$ cat src/design/bfau_pkg.sv
// Shared types and constants of the bfloat16 arithmetic unit.
// No dependencies; the front end, divider, back end and top level import this package.
`timescale 1ns / 1ps
`default_nettype none

package bfau_pkg;

	// Command codes.
	localparam logic [2:0] CMD_ADD = 3'd0;
	localparam logic [2:0] CMD_SUB = 3'd1;
	localparam logic [2:0] CMD_MUL = 3'd2;
	localparam logic [2:0] CMD_DIV = 3'd3;
	localparam logic [2:0] CMD_CMP = 3'd4;

	// Compare codes.
	localparam logic [1:0] CMP_EQ    = 2'd0;
	localparam logic [1:0] CMP_LT    = 2'd1;
	localparam logic [1:0] CMP_GT    = 2'd2;
	localparam logic [1:0] CMP_UNORD = 2'd3;

	// bfloat16 encodings.
	localparam logic [14:0] MAG_INF     = 15'h7F80;
	localparam logic [15:0] QUIET_BIT   = 16'h0040;
	localparam logic [15:0] EXP_MASK    = 16'h7F80;
	localparam logic [15:0] SIGN_BIT    = 16'h8000;
	localparam logic [15:0] DEFAULT_NAN = 16'h7FC0;

	// Internal magnitude width: the value is mag / 2^47 * 2^(exp - 127).
	localparam int MAG_W = 48;
	localparam int EXP_W = 11;

	// Quotient bits produced by the divider.
	localparam int DIV_BITS  = 42;
	localparam int DIV_STEPS = 6;
	localparam int DIV_STAGES = DIV_BITS / DIV_STEPS;

	// Record that flows from the front end through the divider to the back end.
	typedef struct packed {
		logic [2:0]              cmd;
		logic                    special;
		logic [15:0]             spec_val;
		logic [1:0]              code;
		logic                    sign;
		logic                    zsign;
		logic signed [EXP_W-1:0] exp;
		logic [MAG_W-1:0]        mag;
		logic [7:0]              rem;
		logic [7:0]              dvd;
		logic [7:0]              dvs;
	} rec_t;

endpackage

`default_nettype wire

$ cat src/design/bfau_front.sv
// Front end: operand decode, special cases, compare, add alignment, multiply.
// Three pipeline stages; depends on bfau_pkg.
`timescale 1ns / 1ps
`default_nettype none

module bfau_front
	import bfau_pkg::*;
(
	input  wire         clk,
	input  wire  [2:0]  en,
	input  wire  [2:0]  cmd,
	input  wire  [15:0] opa,
	input  wire  [15:0] opb,
	output rec_t        rec_s3
);

	typedef struct packed {
		logic [2:0]              cmd;
		logic                    special;
		logic [15:0]             spec_val;
		logic [1:0]              code;
		logic                    sign;
		logic                    zsign;
		logic signed [EXP_W-1:0] exp;
		logic [7:0]              big_m;
		logic [7:0]              small_m;
		logic [5:0]              shamt;
		logic                    sub;
		logic [15:0]             prod;
		logic [7:0]              dvd;
		logic [7:0]              dvs;
	} s1_t;

	typedef struct packed {
		logic [2:0]              cmd;
		logic                    special;
		logic [15:0]             spec_val;
		logic [1:0]              code;
		logic                    sign;
		logic                    zsign;
		logic signed [EXP_W-1:0] exp;
		logic [MAG_W-1:0]        mag_big;
		logic [MAG_W-1:0]        mag_small;
		logic                    sub;
		logic [7:0]              dvd;
		logic [7:0]              dvs;
	} s2_t;

	s1_t  nx1, st_s1;
	s2_t  nx2, st_s2;
	rec_t nx3;

	logic [14:0] am, bm;
	logic        a_nan, b_nan, a_inf, b_inf, a_zero, b_zero, bs_inf;
	logic [15:0] beff;
	logic [7:0]  ea, eb, ma, mb, big_e, small_e, ediff;
	logic        a_ge, sx;
	logic [63:0] ext;

	// Stage 1: classify, handle special operands, compare, multiply, pick the larger addend.
	always_comb begin
		am     = opa[14:0];
		bm     = opb[14:0];
		a_nan  = am > MAG_INF;
		b_nan  = bm > MAG_INF;
		a_inf  = am == MAG_INF;
		b_inf  = bm == MAG_INF;
		a_zero = am == 15'd0;
		b_zero = bm == 15'd0;
		beff   = (cmd == CMD_SUB) ? (opb ^ SIGN_BIT) : opb;
		bs_inf = b_inf;
		ea     = (opa[14:7] == 8'd0) ? 8'd1 : opa[14:7];
		eb     = (opb[14:7] == 8'd0) ? 8'd1 : opb[14:7];
		ma     = {opa[14:7] != 8'd0, opa[6:0]};
		mb     = {opb[14:7] != 8'd0, opb[6:0]};
		sx     = opa[15] ^ opb[15];
		a_ge   = am >= bm;
		big_e  = a_ge ? ea : eb;
		small_e = a_ge ? eb : ea;
		ediff  = big_e - small_e;

		nx1          = '0;
		nx1.cmd      = cmd;
		nx1.dvd      = ma;
		nx1.dvs      = mb;
		nx1.prod     = 16'(ma) * 16'(mb);
		nx1.big_m    = a_ge ? ma : mb;
		nx1.small_m  = a_ge ? mb : ma;
		nx1.shamt    = (ediff > 8'd48) ? 6'd48 : ediff[5:0];
		nx1.sign     = sx;
		nx1.zsign    = sx;
		nx1.special  = 1'b1;
		nx1.spec_val = 16'h0000;
		nx1.code     = CMP_EQ;

		case (cmd)
			CMD_ADD, CMD_SUB: begin
				nx1.sign  = a_ge ? opa[15] : beff[15];
				nx1.zsign = opa[15] & beff[15];
				nx1.sub   = opa[15] ^ beff[15];
				nx1.exp   = $signed({3'b000, big_e}) + 11'sd1;
			end
			CMD_MUL: begin
				nx1.exp = $signed({3'b000, ea}) + $signed({3'b000, eb}) - 11'sd126;
			end
			CMD_DIV: begin
				nx1.exp = $signed({3'b000, ea}) - $signed({3'b000, eb}) + 11'sd134;
			end
			default: begin
				nx1.exp = '0;
			end
		endcase

		case (cmd)
			CMD_ADD, CMD_SUB, CMD_MUL, CMD_DIV: begin
				nx1.special = 1'b1;
				if (a_nan) begin
					nx1.spec_val = opa | QUIET_BIT;
				end else if (b_nan) begin
					nx1.spec_val = opb | QUIET_BIT;
				end else if (cmd == CMD_MUL) begin
					if ((a_inf && b_zero) || (a_zero && b_inf)) begin
						nx1.spec_val = DEFAULT_NAN;
					end else if (a_inf || b_inf) begin
						nx1.spec_val = {sx, 15'd0} | EXP_MASK;
					end else begin
						nx1.special = 1'b0;
					end
				end else if (cmd == CMD_DIV) begin
					if ((a_inf && b_inf) || (a_zero && b_zero)) begin
						nx1.spec_val = DEFAULT_NAN;
					end else if (b_zero || a_inf) begin
						nx1.spec_val = {sx, 15'd0} | EXP_MASK;
					end else if (b_inf) begin
						nx1.spec_val = {sx, 15'd0};
					end else begin
						nx1.special = 1'b0;
					end
				end else begin
					if (a_inf && bs_inf && (opa[15] != beff[15])) begin
						nx1.spec_val = DEFAULT_NAN;
					end else if (a_inf) begin
						nx1.spec_val = opa;
					end else if (bs_inf) begin
						nx1.spec_val = beff;
					end else begin
						nx1.special = 1'b0;
					end
				end
			end
			CMD_CMP: begin
				if (a_nan || b_nan) begin
					nx1.code = CMP_UNORD;
				end else if (a_zero && b_zero) begin
					nx1.code = CMP_EQ;
				end else if (opa == opb) begin
					nx1.code = CMP_EQ;
				end else if (opa[15] != opb[15]) begin
					nx1.code = opa[15] ? CMP_LT : CMP_GT;
				end else if (opa[15]) begin
					nx1.code = (am > bm) ? CMP_LT : CMP_GT;
				end else begin
					nx1.code = (am > bm) ? CMP_GT : CMP_LT;
				end
			end
			default: begin
				nx1.code = CMP_EQ;
			end
		endcase
	end

	always_ff @(posedge clk) begin
		if (en[0]) begin
			st_s1 <= nx1;
		end
	end

	// Stage 2: align the smaller addend or place the product; lost bits are jammed into the lowest bit.
	always_comb begin
		ext           = {1'b0, st_s1.small_m, 55'd0} >> st_s1.shamt;
		nx2           = '0;
		nx2.cmd       = st_s1.cmd;
		nx2.special   = st_s1.special;
		nx2.spec_val  = st_s1.spec_val;
		nx2.code      = st_s1.code;
		nx2.sign      = st_s1.sign;
		nx2.zsign     = st_s1.zsign;
		nx2.exp       = st_s1.exp;
		nx2.dvd       = st_s1.dvd;
		nx2.dvs       = st_s1.dvs;
		case (st_s1.cmd)
			CMD_ADD, CMD_SUB: begin
				nx2.mag_big   = {1'b0, st_s1.big_m, 39'd0};
				nx2.mag_small = ext[63:16] | {47'd0, |ext[15:0]};
				nx2.sub       = st_s1.sub;
			end
			CMD_MUL: begin
				nx2.mag_big = {st_s1.prod, 32'd0};
			end
			default: begin
				nx2.mag_big = '0;
			end
		endcase
	end

	always_ff @(posedge clk) begin
		if (en[1]) begin
			st_s2 <= nx2;
		end
	end

	// Stage 3: add or subtract magnitudes.
	always_comb begin
		nx3          = '0;
		nx3.cmd      = st_s2.cmd;
		nx3.special  = st_s2.special;
		nx3.spec_val = st_s2.spec_val;
		nx3.code     = st_s2.code;
		nx3.sign     = st_s2.sign;
		nx3.zsign    = st_s2.zsign;
		nx3.exp      = st_s2.exp;
		nx3.dvd      = st_s2.dvd;
		nx3.dvs      = st_s2.dvs;
		nx3.mag      = st_s2.sub ? (st_s2.mag_big - st_s2.mag_small)
		                         : (st_s2.mag_big + st_s2.mag_small);
	end

	always_ff @(posedge clk) begin
		if (en[2]) begin
			rec_s3 <= nx3;
		end
	end

endmodule

`default_nettype wire

$ cat src/design/bfau_divider.sv
// Pipelined restoring divider of the significands, several quotient bits a stage.
// Depends on bfau_pkg; records of other commands pass through unchanged.
`timescale 1ns / 1ps
`default_nettype none

module bfau_divider
	import bfau_pkg::*;
(
	input  wire                   clk,
	input  wire  [DIV_STAGES-1:0] en,
	input  rec_t                  rec_in,
	output rec_t                  rec_out
);

	rec_t st [DIV_STAGES:0];

	assign st[0]   = rec_in;
	assign rec_out = st[DIV_STAGES];

	for (genvar j = 0; j < DIV_STAGES; j++) begin : g_stage
		rec_t        nxt;
		logic [7:0]  r;
		logic [8:0]  t;
		logic [MAG_W-1:0] q;
		logic [DIV_BITS-1:0] num;

		always_comb begin
			nxt = st[j];
			r   = st[j].rem;
			q   = st[j].mag;
			num = {st[j].dvd, (DIV_BITS - 8)'(0)};
			t   = '0;
			for (int i = 0; i < DIV_STEPS; i++) begin
				t = {r, num[DIV_BITS - 1 - (j * DIV_STEPS + i)]};
				if (t >= {1'b0, st[j].dvs}) begin
					t = t - {1'b0, st[j].dvs};
					q = {q[MAG_W-2:0], 1'b1};
				end else begin
					q = {q[MAG_W-2:0], 1'b0};
				end
				r = t[7:0];
			end
			if (st[j].cmd == CMD_DIV) begin
				nxt.rem = r;
				if (j == DIV_STAGES - 1) begin
					// Quotient to the top, remainder folds into a sticky bit.
					nxt.mag = {q[DIV_BITS-1:0], 5'd0, r != 8'd0};
				end else begin
					nxt.mag = q;
				end
			end
		end

		always_ff @(posedge clk) begin
			if (en[j]) begin
				st[j+1] <= nxt;
			end
		end
	end

endmodule

`default_nettype wire

$ cat src/design/bfau_back.sv
// Back end: normalize, round to single precision, narrow to bfloat16.
// Five pipeline stages; depends on bfau_pkg.
`timescale 1ns / 1ps
`default_nettype none

module bfau_back
	import bfau_pkg::*;
(
	input  wire         clk,
	input  wire  [4:0]  en,
	input  wire         rtz,
	input  rec_t        rec_in,
	output logic [15:0] result_s5,
	output logic [1:0]  code_s5
);

	typedef struct packed {
		logic                    special;
		logic [15:0]             spec_val;
		logic [1:0]              code;
		logic                    sign;
		logic                    zsign;
		logic                    zero;
		logic signed [EXP_W-1:0] exp;
		logic [MAG_W-1:0]        mag;
		logic [5:0]              lz;
	} b1_t;

	typedef struct packed {
		logic                    special;
		logic [15:0]             spec_val;
		logic [1:0]              code;
		logic                    sign;
		logic                    zsign;
		logic                    zero;
		logic signed [EXP_W-1:0] exp;
		logic [MAG_W-1:0]        norm;
	} b2_t;

	typedef struct packed {
		logic        special;
		logic [15:0] spec_val;
		logic [1:0]  code;
		logic        sign;
		logic        zsign;
		logic        zero;
		logic        ovf;
		logic [7:0]  efield;
		logic [22:0] frac;
		logic        guard;
		logic        sticky;
	} b3_t;

	typedef struct packed {
		logic        special;
		logic [15:0] spec_val;
		logic [1:0]  code;
		logic [31:0] f;
	} b4_t;

	b1_t nx1, st_s1;
	b2_t nx2, st_s2;
	b3_t nx3, st_s3;
	b4_t nx4, st_s4;

	logic [5:0]              lz;
	logic signed [EXP_W-1:0] kk;
	logic [5:0]              k;
	logic [2*MAG_W-1:0]      dn;
	logic [MAG_W-1:0]        m;
	logic                    xs;
	logic [30:0]             fmag;
	logic [31:0]             rne;
	logic [15:0]             narrow;

	// Stage 1: leading-zero count.
	always_comb begin
		lz = '0;
		for (int i = 0; i < MAG_W; i++) begin
			if (rec_in.mag[i]) begin
				lz = 6'(MAG_W - 1 - i);
			end
		end
		nx1.special  = rec_in.special;
		nx1.spec_val = rec_in.spec_val;
		nx1.code     = rec_in.code;
		nx1.sign     = rec_in.sign;
		nx1.zsign    = rec_in.zsign;
		nx1.zero     = rec_in.mag == '0;
		nx1.exp      = rec_in.exp;
		nx1.mag      = rec_in.mag;
		nx1.lz       = lz;
	end

	always_ff @(posedge clk) begin
		if (en[0]) begin
			st_s1 <= nx1;
		end
	end

	// Stage 2: normalize.
	always_comb begin
		nx2.special  = st_s1.special;
		nx2.spec_val = st_s1.spec_val;
		nx2.code     = st_s1.code;
		nx2.sign     = st_s1.sign;
		nx2.zsign    = st_s1.zsign;
		nx2.zero     = st_s1.zero;
		nx2.exp      = st_s1.exp - $signed({5'd0, st_s1.lz});
		nx2.norm     = st_s1.mag << st_s1.lz;
	end

	always_ff @(posedge clk) begin
		if (en[1]) begin
			st_s2 <= nx2;
		end
	end

	// Stage 3: denormalize results below the normal range, extract guard and sticky.
	always_comb begin
		kk = 11'sd1 - st_s2.exp;
		k  = (kk > 11'sd48) ? 6'd48 : kk[5:0];
		dn = '0;
		if (st_s2.exp >= 11'sd1) begin
			m          = st_s2.norm;
			xs         = 1'b0;
			nx3.efield = st_s2.exp[7:0];
		end else begin
			dn         = {st_s2.norm, (MAG_W)'(0)} >> k;
			m          = dn[2*MAG_W-1:MAG_W];
			xs         = |dn[MAG_W-1:0];
			nx3.efield = 8'd0;
		end
		nx3.special  = st_s2.special;
		nx3.spec_val = st_s2.spec_val;
		nx3.code     = st_s2.code;
		nx3.sign     = st_s2.sign;
		nx3.zsign    = st_s2.zsign;
		nx3.zero     = st_s2.zero;
		nx3.ovf      = st_s2.exp > 11'sd254;
		nx3.frac     = m[46:24];
		nx3.guard    = m[23];
		nx3.sticky   = (|m[22:0]) | xs;
	end

	always_ff @(posedge clk) begin
		if (en[2]) begin
			st_s3 <= nx3;
		end
	end

	// Stage 4: round to nearest even in single precision; a carry runs into the exponent.
	always_comb begin
		fmag = {st_s3.efield, st_s3.frac}
		     + 31'(st_s3.guard & (st_s3.sticky | st_s3.frac[0]));
		nx4.special  = st_s3.special;
		nx4.spec_val = st_s3.spec_val;
		nx4.code     = st_s3.code;
		if (st_s3.zero) begin
			nx4.f = {st_s3.zsign, 31'd0};
		end else if (st_s3.ovf) begin
			nx4.f = {st_s3.sign, 8'hFF, 23'd0};
		end else begin
			nx4.f = {st_s3.sign, fmag};
		end
	end

	always_ff @(posedge clk) begin
		if (en[3]) begin
			st_s4 <= nx4;
		end
	end

	// Stage 5: narrow to bfloat16 and select the special result.
	always_comb begin
		rne = st_s4.f + 32'h0000_7FFF + {31'd0, st_s4.f[16]};
		if (st_s4.f[30:23] == 8'hFF) begin
			narrow = (st_s4.f[22:0] != 23'd0) ? (st_s4.f[31:16] | QUIET_BIT)
			                                   : st_s4.f[31:16];
		end else if (rtz) begin
			narrow = st_s4.f[31:16];
		end else begin
			narrow = rne[31:16];
		end
	end

	always_ff @(posedge clk) begin
		if (en[4]) begin
			result_s5 <= st_s4.special ? st_s4.spec_val : narrow;
			code_s5   <= st_s4.code;
		end
	end

endmodule

`default_nettype wire

$ cat src/design/bf16_arithmetic_unit.sv
// Top level of the bfloat16 arithmetic unit: handshake, stage valid bits, rounding register.
// Depends on bfau_pkg, bfau_front, bfau_divider and bfau_back.
`timescale 1ns / 1ps
`default_nettype none

// Usage
// Each request on the slave stream carries a command (add, subtract, multiply,
// divide or compare) and two bfloat16 operands. Every request gives exactly
// one result on the master stream, in order: the bfloat16 result for the
// arithmetic commands and a compare code for compare.
// The unit is a 15-stage pipeline: three front-end stages, seven divider
// stages that produce six quotient bits each, and five stages that normalize,
// round and narrow. A request passes through the front-end, divider and
// back-end stages in order before it is valid on the master side, and one
// request is accepted every cycle when nothing stalls.
// Each stage has its own valid bit and moves forward when the stage after it
// is empty or moving, so empty stages fill while the receiver stalls and
// s_tready only falls once every stage holds a request. A stalled result
// holds on m_tdata until taken.
// The rounding register is written on the cfg channel, which is always ready;
// write it only while the unit is empty. Reset empties the pipeline and
// selects round to nearest even.

module bf16_arithmetic_unit
	import bfau_pkg::*;
(
	input  wire         clk,
	input  wire         arst_n,
	input  wire         s_tvalid,
	output logic        s_tready,
	input  wire  [39:0] s_tdata,   // command [2:0], operand_a [18:3], operand_b [34:19]
	output logic        m_tvalid,
	input  wire         m_tready,
	output logic [23:0] m_tdata,   // result [15:0], compare_code [17:16]
	input  wire         cfg_valid,
	output logic        cfg_ready,
	input  wire         cfg_data   // round_toward_zero
);

	localparam int FRONT_N = 3;
	localparam int BACK_N  = 5;
	localparam int NS      = FRONT_N + DIV_STAGES + BACK_N;

	logic [NS:1] vld_q;
	logic [NS:1] en;
	logic        rtz_q;
	rec_t        front_rec, div_rec;
	logic [15:0] result_s15;
	logic [1:0]  code_s15;

	// A stage may load when it is empty or its content moves on.
	always_comb begin
		en[NS] = !vld_q[NS] || m_tready;
		for (int i = NS - 1; i >= 1; i--) begin
			en[i] = !vld_q[i] || en[i+1];
		end
	end

	always_ff @(posedge clk or negedge arst_n) begin
		if (!arst_n) begin
			vld_q <= '0;
		end else begin
			if (en[1]) begin
				vld_q[1] <= s_tvalid;
			end
			for (int i = 2; i <= NS; i++) begin
				if (en[i]) begin
					vld_q[i] <= vld_q[i-1];
				end
			end
		end
	end

	always_ff @(posedge clk or negedge arst_n) begin
		if (!arst_n) begin
			rtz_q <= 1'b0;
		end else if (cfg_valid) begin
			rtz_q <= cfg_data;
		end
	end

	assign cfg_ready = 1'b1;
	assign s_tready  = en[1];
	assign m_tvalid  = vld_q[NS];
	assign m_tdata   = {6'd0, code_s15, result_s15};

	bfau_front u_front (
		.clk    (clk),
		.en     (en[FRONT_N:1]),
		.cmd    (s_tdata[2:0]),
		.opa    (s_tdata[18:3]),
		.opb    (s_tdata[34:19]),
		.rec_s3 (front_rec)
	);

	bfau_divider u_div (
		.clk     (clk),
		.en      (en[FRONT_N+DIV_STAGES:FRONT_N+1]),
		.rec_in  (front_rec),
		.rec_out (div_rec)
	);

	bfau_back u_back (
		.clk       (clk),
		.en        (en[NS:FRONT_N+DIV_STAGES+1]),
		.rtz       (rtz_q),
		.rec_in    (div_rec),
		.result_s5 (result_s15),
		.code_s5   (code_s15)
	);

endmodule

`default_nettype wire

$ cat config.mk
export PLATFORM = sky130hd
export DESIGN_NAME = bf16_arithmetic_unit
export DESIGN_NICKNAME = d
export VERILOG_FILES = /design/src/design/bfau_pkg.sv /design/src/design/bfau_front.sv /design/src/design/bfau_divider.sv /design/src/design/bfau_back.sv /design/src/design/bf16_arithmetic_unit.sv
export SDC_FILE = /design/constraint.sdc
export NUM_CORES = 2
export LEC_CHECK = 0
export BUFFER_PORTS_ARGS = -buffer_cell sky130_fd_sc_hd__buf_2
export CORE_MARGIN = 2
export CORE_UTILIZATION = 50
export CTS_CLUSTER_DIAMETER = 50
export DETAILED_ROUTE_END_ITERATION = 12
export HOLD_SLACK_MARGIN = 0.15
export PLACE_DENSITY = 0.73
export SYNTH_ARGS = -nofsm -noshare
export SYNTH_HDL_FRONTEND = slang
export SYNTH_SLANG_ARGS = --single-unit
$ cat constraint.sdc
create_clock -name clk -period 20.8 [get_ports clk]
set_input_delay 0 -clock clk [delete_from_list [all_inputs] [get_ports clk]]
set_output_delay 0 -clock clk [all_outputs]
set_load 0.05 [all_outputs]
# Yosys cells after proc, flatten, opt, wreduce, memory -nomap -nowiden
# Index checks and enable logic that the tools add are counted.
# op_classes
muxes	186
bitwise_logic	9
n_addsub	55
shifts	3
n_eq_ne	19
multipliers	1
n_reduce_logical	64
order_cmp	50
# ops
op	n
$mux 56	7
$mux 8	48
$ge 9x8->1	41
$sub 8x8->8	42
$mux 16	14
$mux 6	17
$pmux 48 s2	1
$shr 96x6->95	1
$mux 5	16
$shr 63x6->64	1
$mux 1	52
$add 48x48->48	1
$logic_not 48->1	1
$mux 48	1
$or 48x1->48	1
$reduce_or 48->1	1
$shl 48x6->48	1
$sub 48x48->48	1
$mux 47	1
$mux 17	2
$pmux 11 s3	1
$add 32x1->32	1
$add 32x15->32 const B	1
$mux 32	1
other kinds (50)	133
# totals
out_inout_bits	27
regBits	1322

# Longest topological paths before layout
# logic_depth
depth_word	47
ltp_mapped	66
mapped_depth_nobuf	62

# Cells and area by module
# From an unflattened synthesis, not the netlist that was laid out.
# hier_totals
cells_unflattened	7156
area_unflattened_um2	80593.5
# modules_own_cells
mod	area_each_um2	cells_each	n_inst
bfau_divider	44392.6	3760	1
bfau_front	17888.4	1605	1
bfau_back	17554.3	1722	1
bf16_arithmetic_unit	758.2	69	1

# Worst setup path before layout
# No wires, ideal clock.
# synth_timing
path_kind	reg-to-reg
from	register vld_q[15] (netlist bit)
to	register u_front.st_s1, in the netlist u_front.nx2[0], enable pin
n_path_buf	0
t_required_ps	19561
stages_incl_launch_ff	11
period_less_slack_ps	15485
t_arrival_ps	14245
setup_time_ps	1239
setup_slack_ps	5315
path_cell_list	dfrtp_1 nor2b_1 nand2_1 nor2_1 nand3_1 nor2_1 nand3_1 nor2_1 nand3_1 inv_1 nand3_1
# synth_via
elab_chain_len	16
# synth_lines
item	line_no	text
from (decl)	bf16_arithmetic_unit.sv:44	logic [NS:1] vld_q;
from (signal, indexed assignment)	bf16_arithmetic_unit.sv:68	vld_q[i] <= vld_q[i-1];
$logic_not 1->1	bf16_arithmetic_unit.sv:53	en[NS] = !vld_q[NS] || m_tready;
$logic_or 1x1->1	bf16_arithmetic_unit.sv:53	
$logic_or 1x1->1	bf16_arithmetic_unit.sv:55	en[i] = !vld_q[i] || en[i+1];
net en (one bit)	bf16_arithmetic_unit.sv:45	logic [NS:1] en;
$logic_or 1x1->1 (5 in a row)	bf16_arithmetic_unit.sv:55	
net en (one bit)	bf16_arithmetic_unit.sv:45	
$logic_or 1x1->1 (3 in a row)	bf16_arithmetic_unit.sv:55	
net en (one bit)	bf16_arithmetic_unit.sv:45	
$logic_or 1x1->1 (3 in a row)	bf16_arithmetic_unit.sv:55	
net en (one bit)	bf16_arithmetic_unit.sv:45	
$logic_or 1x1->1 (2 in a row)	bf16_arithmetic_unit.sv:55	
net s_tready	bf16_arithmetic_unit.sv:30	output logic s_tready,
to (signal assigned)	bfau_front.sv:174	st_s1 <= nx1;
to (decl)	bfau_front.sv:49	s1_t nx1, st_s1;
# The timed path passes the listed nets, and every way through them passes these cells.
# A chain may end at the register's enable or synchronous reset.

==> results.toml <==
[timing]
period_minus_slack_ps = 15790
drv_slew = 0
fin_tns_setup_ps = 0
clock.fmax_mhz = 63.3
whs_ps = 207
rsz0062_at_grt = "false"
setup_viol = 0
slew_headroom = 0.198
tightest_slew_ps = 1200
fin_worst_skew_ps = 27.2
hold_viol = 0
post-route-period-util = 0.759

[global_route]
track_usage = 0.219
grt_max_degree = 92
grt_pass1_vias = 53400
overflow = 0
grt_pass1_wl_um = 284000
grt_antenna_before_repair = 2

[setup_path]
crit_path_end_kind = "register"
endpoint = "u_div.st[660]"
path_max_fanout = 10
path_buf_inv = 2
worstReg2RegEnd = "u_div.st[660]"
crit_path_start = "u_div.g_stage[5].nxt[4]"
cp.depth = 59
cp.arrival_ps = 16260
cpMostUsedCell = "o21ai_0"
cp-start-kind = "register"
r2r_cells = 59
slowest_delay_ps = 740
ff2ff_setup_slack_ps = 5010
r2r_start = "u_div.g_stage[5].nxt[4]"
worstSetupPathType = "reg -> reg"
crit_family = "compound AO/OA/AOI/OAI gates"
crit_required_ps = 21270
crit_path_top_delay_cell = "a211oi_2"

[floorplan]
start_util = 0.502
fp.dieW_um = 399
std_cell_rows = 145
pin_count = 73
design.core.area_um2 = 156000
dieArea_um2 = 160000
die_height_um = 399

[cells_and_area]
n_antenna_cell = 0
area_delta_synth_final_pct = 9.04
design_area_um2 = 85200
drive_above_1_share = 0.111
fill_cells = 13100
stdcell_count = 9398
nNetsFinal = 7749

[clock_tree]
clkLatencyLatePin_ps = 750
clock-sinks = 1289
cts_root_buffer = "clkbuf_16"
cts_buffer_depth = 3
clkTransAtPathRegs_ps = 50
cts_buffers = 133
ctsHtreeMaxLevel = 4
cts_tree = "done"
post_cts_resized = 0

[placement]
io_buffers = 60
dp.cells = 9097
finalWeightedCongestion = 0.922
placed_area_um2 = 80400
dp_hpwl_um = 128000

[detailed_routing]
top_layer = "met5"
drtPass1Iterations = 8
wl_um = 178000
detail-route-antenna-nets = 0
wl_met3_um = 9470
met1_length_um = 77800
viasPerCell = 5.89
num_vias = 55400
drt_iter0_drc = 4699
route.met2.wl_um = 85600
wl_per_cell_um = 18.9
drc_errors = 0

[yosys]
synth_fa_ha_area_frac = 0.0798
ys_seq_area_frac = 0.494
synth-simple-area-share = 0.141
async_flop_share = 0.0124
yosysMostFrequentCell = "edfxtp_1"
synthXorXnorAreaFrac = 0.0430
synth_warnings = 0
synthDistinctLibCells = 113
avgSynthCellArea_um2 = 10.8
synth_ff_type = "edfxtp_1"
synth.mux.area_fraction = 0.0752
synth-seq-cells = 1289
netlist_top_cells_count = "1273 x edfxtp_1, 800 x nand2_1, 626 x nor2_1"
synth_top_family_by_area = "simple AND/OR/NAND/NOR gates"
synth_edf_count = 1273
synth_cells = 7235
yosysTopAreaCellShare = 0.489
yosys-top-cells-area = "edfxtp_1 49%, ha_1 6.6%, mux2_2 4.8%"
synth_compound_area_frac = 0.134
synth_area_um2 = 78200
yosysTopAreaCell = "edfxtp_1"

[hold_path]
worstHoldStart = "s_tdata[23]"
hold_path.class = "in -> reg"

[run]
max_cap_violations = 0

[run_status]
status = "finished clean"
[state kept, by name, indices dropped and copies added (netlist names), 39 cells and up]
name	flops
u_front.st_s1	39
u_front.nx2	51
u_front.rec_s3	99
u_div.rec_out	80
u_back.st_s2	59
u_front.nx3	51
u_div.g_stage.nxt	258
u_back.st_s4	51
u_back.st_s1	65
u_div.st	336
u_front.st_s2	64
[cells in the final DEF (no fill, tap or decap), types with 25 or more instances in the layout]
cell / count
a21boi_0: 28
dlygate4sd3_1: 63
a22oi_1: 26
mux2_2: 335
buf_2: 60
or2_2: 59
xor2_1: 131
nand2_1: 795
inv_1: 328
or3_1: 39
edfxtp_1: 1273
a221oi_1: 26
o21a_1: 61
a211oi_1: 74
fa_1: 53
a21o_1: 109
o21ai_0: 390
o22ai_1: 66
and2_1: 67
ha_1: 413
o21bai_1: 31
xnor2_1: 253
nand4_1: 56
mux2i_1: 149
mux4_2: 25
nor3_1: 137
clkbuf_16: 138
nor2_1: 623
nor4_1: 49
clkbuf_1: 33
nor2b_1: 96
a31oi_1: 64
o31ai_1: 33
a21oi_1: 361
and3_1: 59
o211ai_1: 34
a22o_1: 25
nand2b_1: 82
nand3_1: 123
buf_4: 62
[how the worst min path moves through the flow]
stage	to	slack, ps	cells after the start
floorplan	rtz_q	-300	0
global placement	vld_q[14]	-60	1
detailed placement	vld_q[14]	-40	1
CTS	u_front.nx2[3]	150	2
global route	u_front.nx2[4]	180	2
finish	u_front.nx2[4]	210	2
[final cells by class]
| type | instances | area [um^2] | area share |
|---|---|---|---|
| sequential | 1289 | 38600 | 0.453 |
| tap | 2058 | 2570 | 0.0302 |
| timing repair buffer | 185 | 1400 | 0.0164 |
| clock buffer | 177 | 3660 | 0.0429 |
| multi-input combinational | 5290 | 37100 | 0.435 |
| inverter | 338 | 1270 | 0.0149 |
| clock inverter | 61 | 597 | 0.00700 |
[per-layer routing]
| metal | vias to the layer above | global-route usage |
|---|---|---|
| met5 | - | 0 |
| met4 | 4 | 0.0749 |
| met3 | 375 | 0.0275 |
| met2 | 1743 | 0.367 |
| met1 | 26400 | 0.295 |
| li1 | 26800 | - |
[kinds of logic (layout without fill, tap and decap cells)]
| group | count (synthesis) | count (layout) |
|---|---|---|
| mux | 513 | 513 |
| flops | 1289 | 1289 |
| simple gates | 2329 | 2329 |
| buf+inv | 661 | 761 |
| xor+xnor | 384 | 384 |
| fa+ha+maj | 467 | 467 |
| other cells | 2 | 7 |
| compound gates | 1590 | 1590 |
[through the flow]
stage	util	worst slack, ps
2_1_floorplan	-	5320
5_1_grt	0.548	3810
3_3_place_gp	0.516	5450
4_1_cts	0.548	5220
3_5_place_dp	0.516	5350
6_report	0.548	5010
[timing repair]
item                      in CTS  in global routing
hold endpoints to repair     126                  0
hold buffers                  63                  0
setup buffers                  0                  0
Power is not shown: default switching activity piles up to over one toggle a cycle in this logic, so the estimate is an artifact.
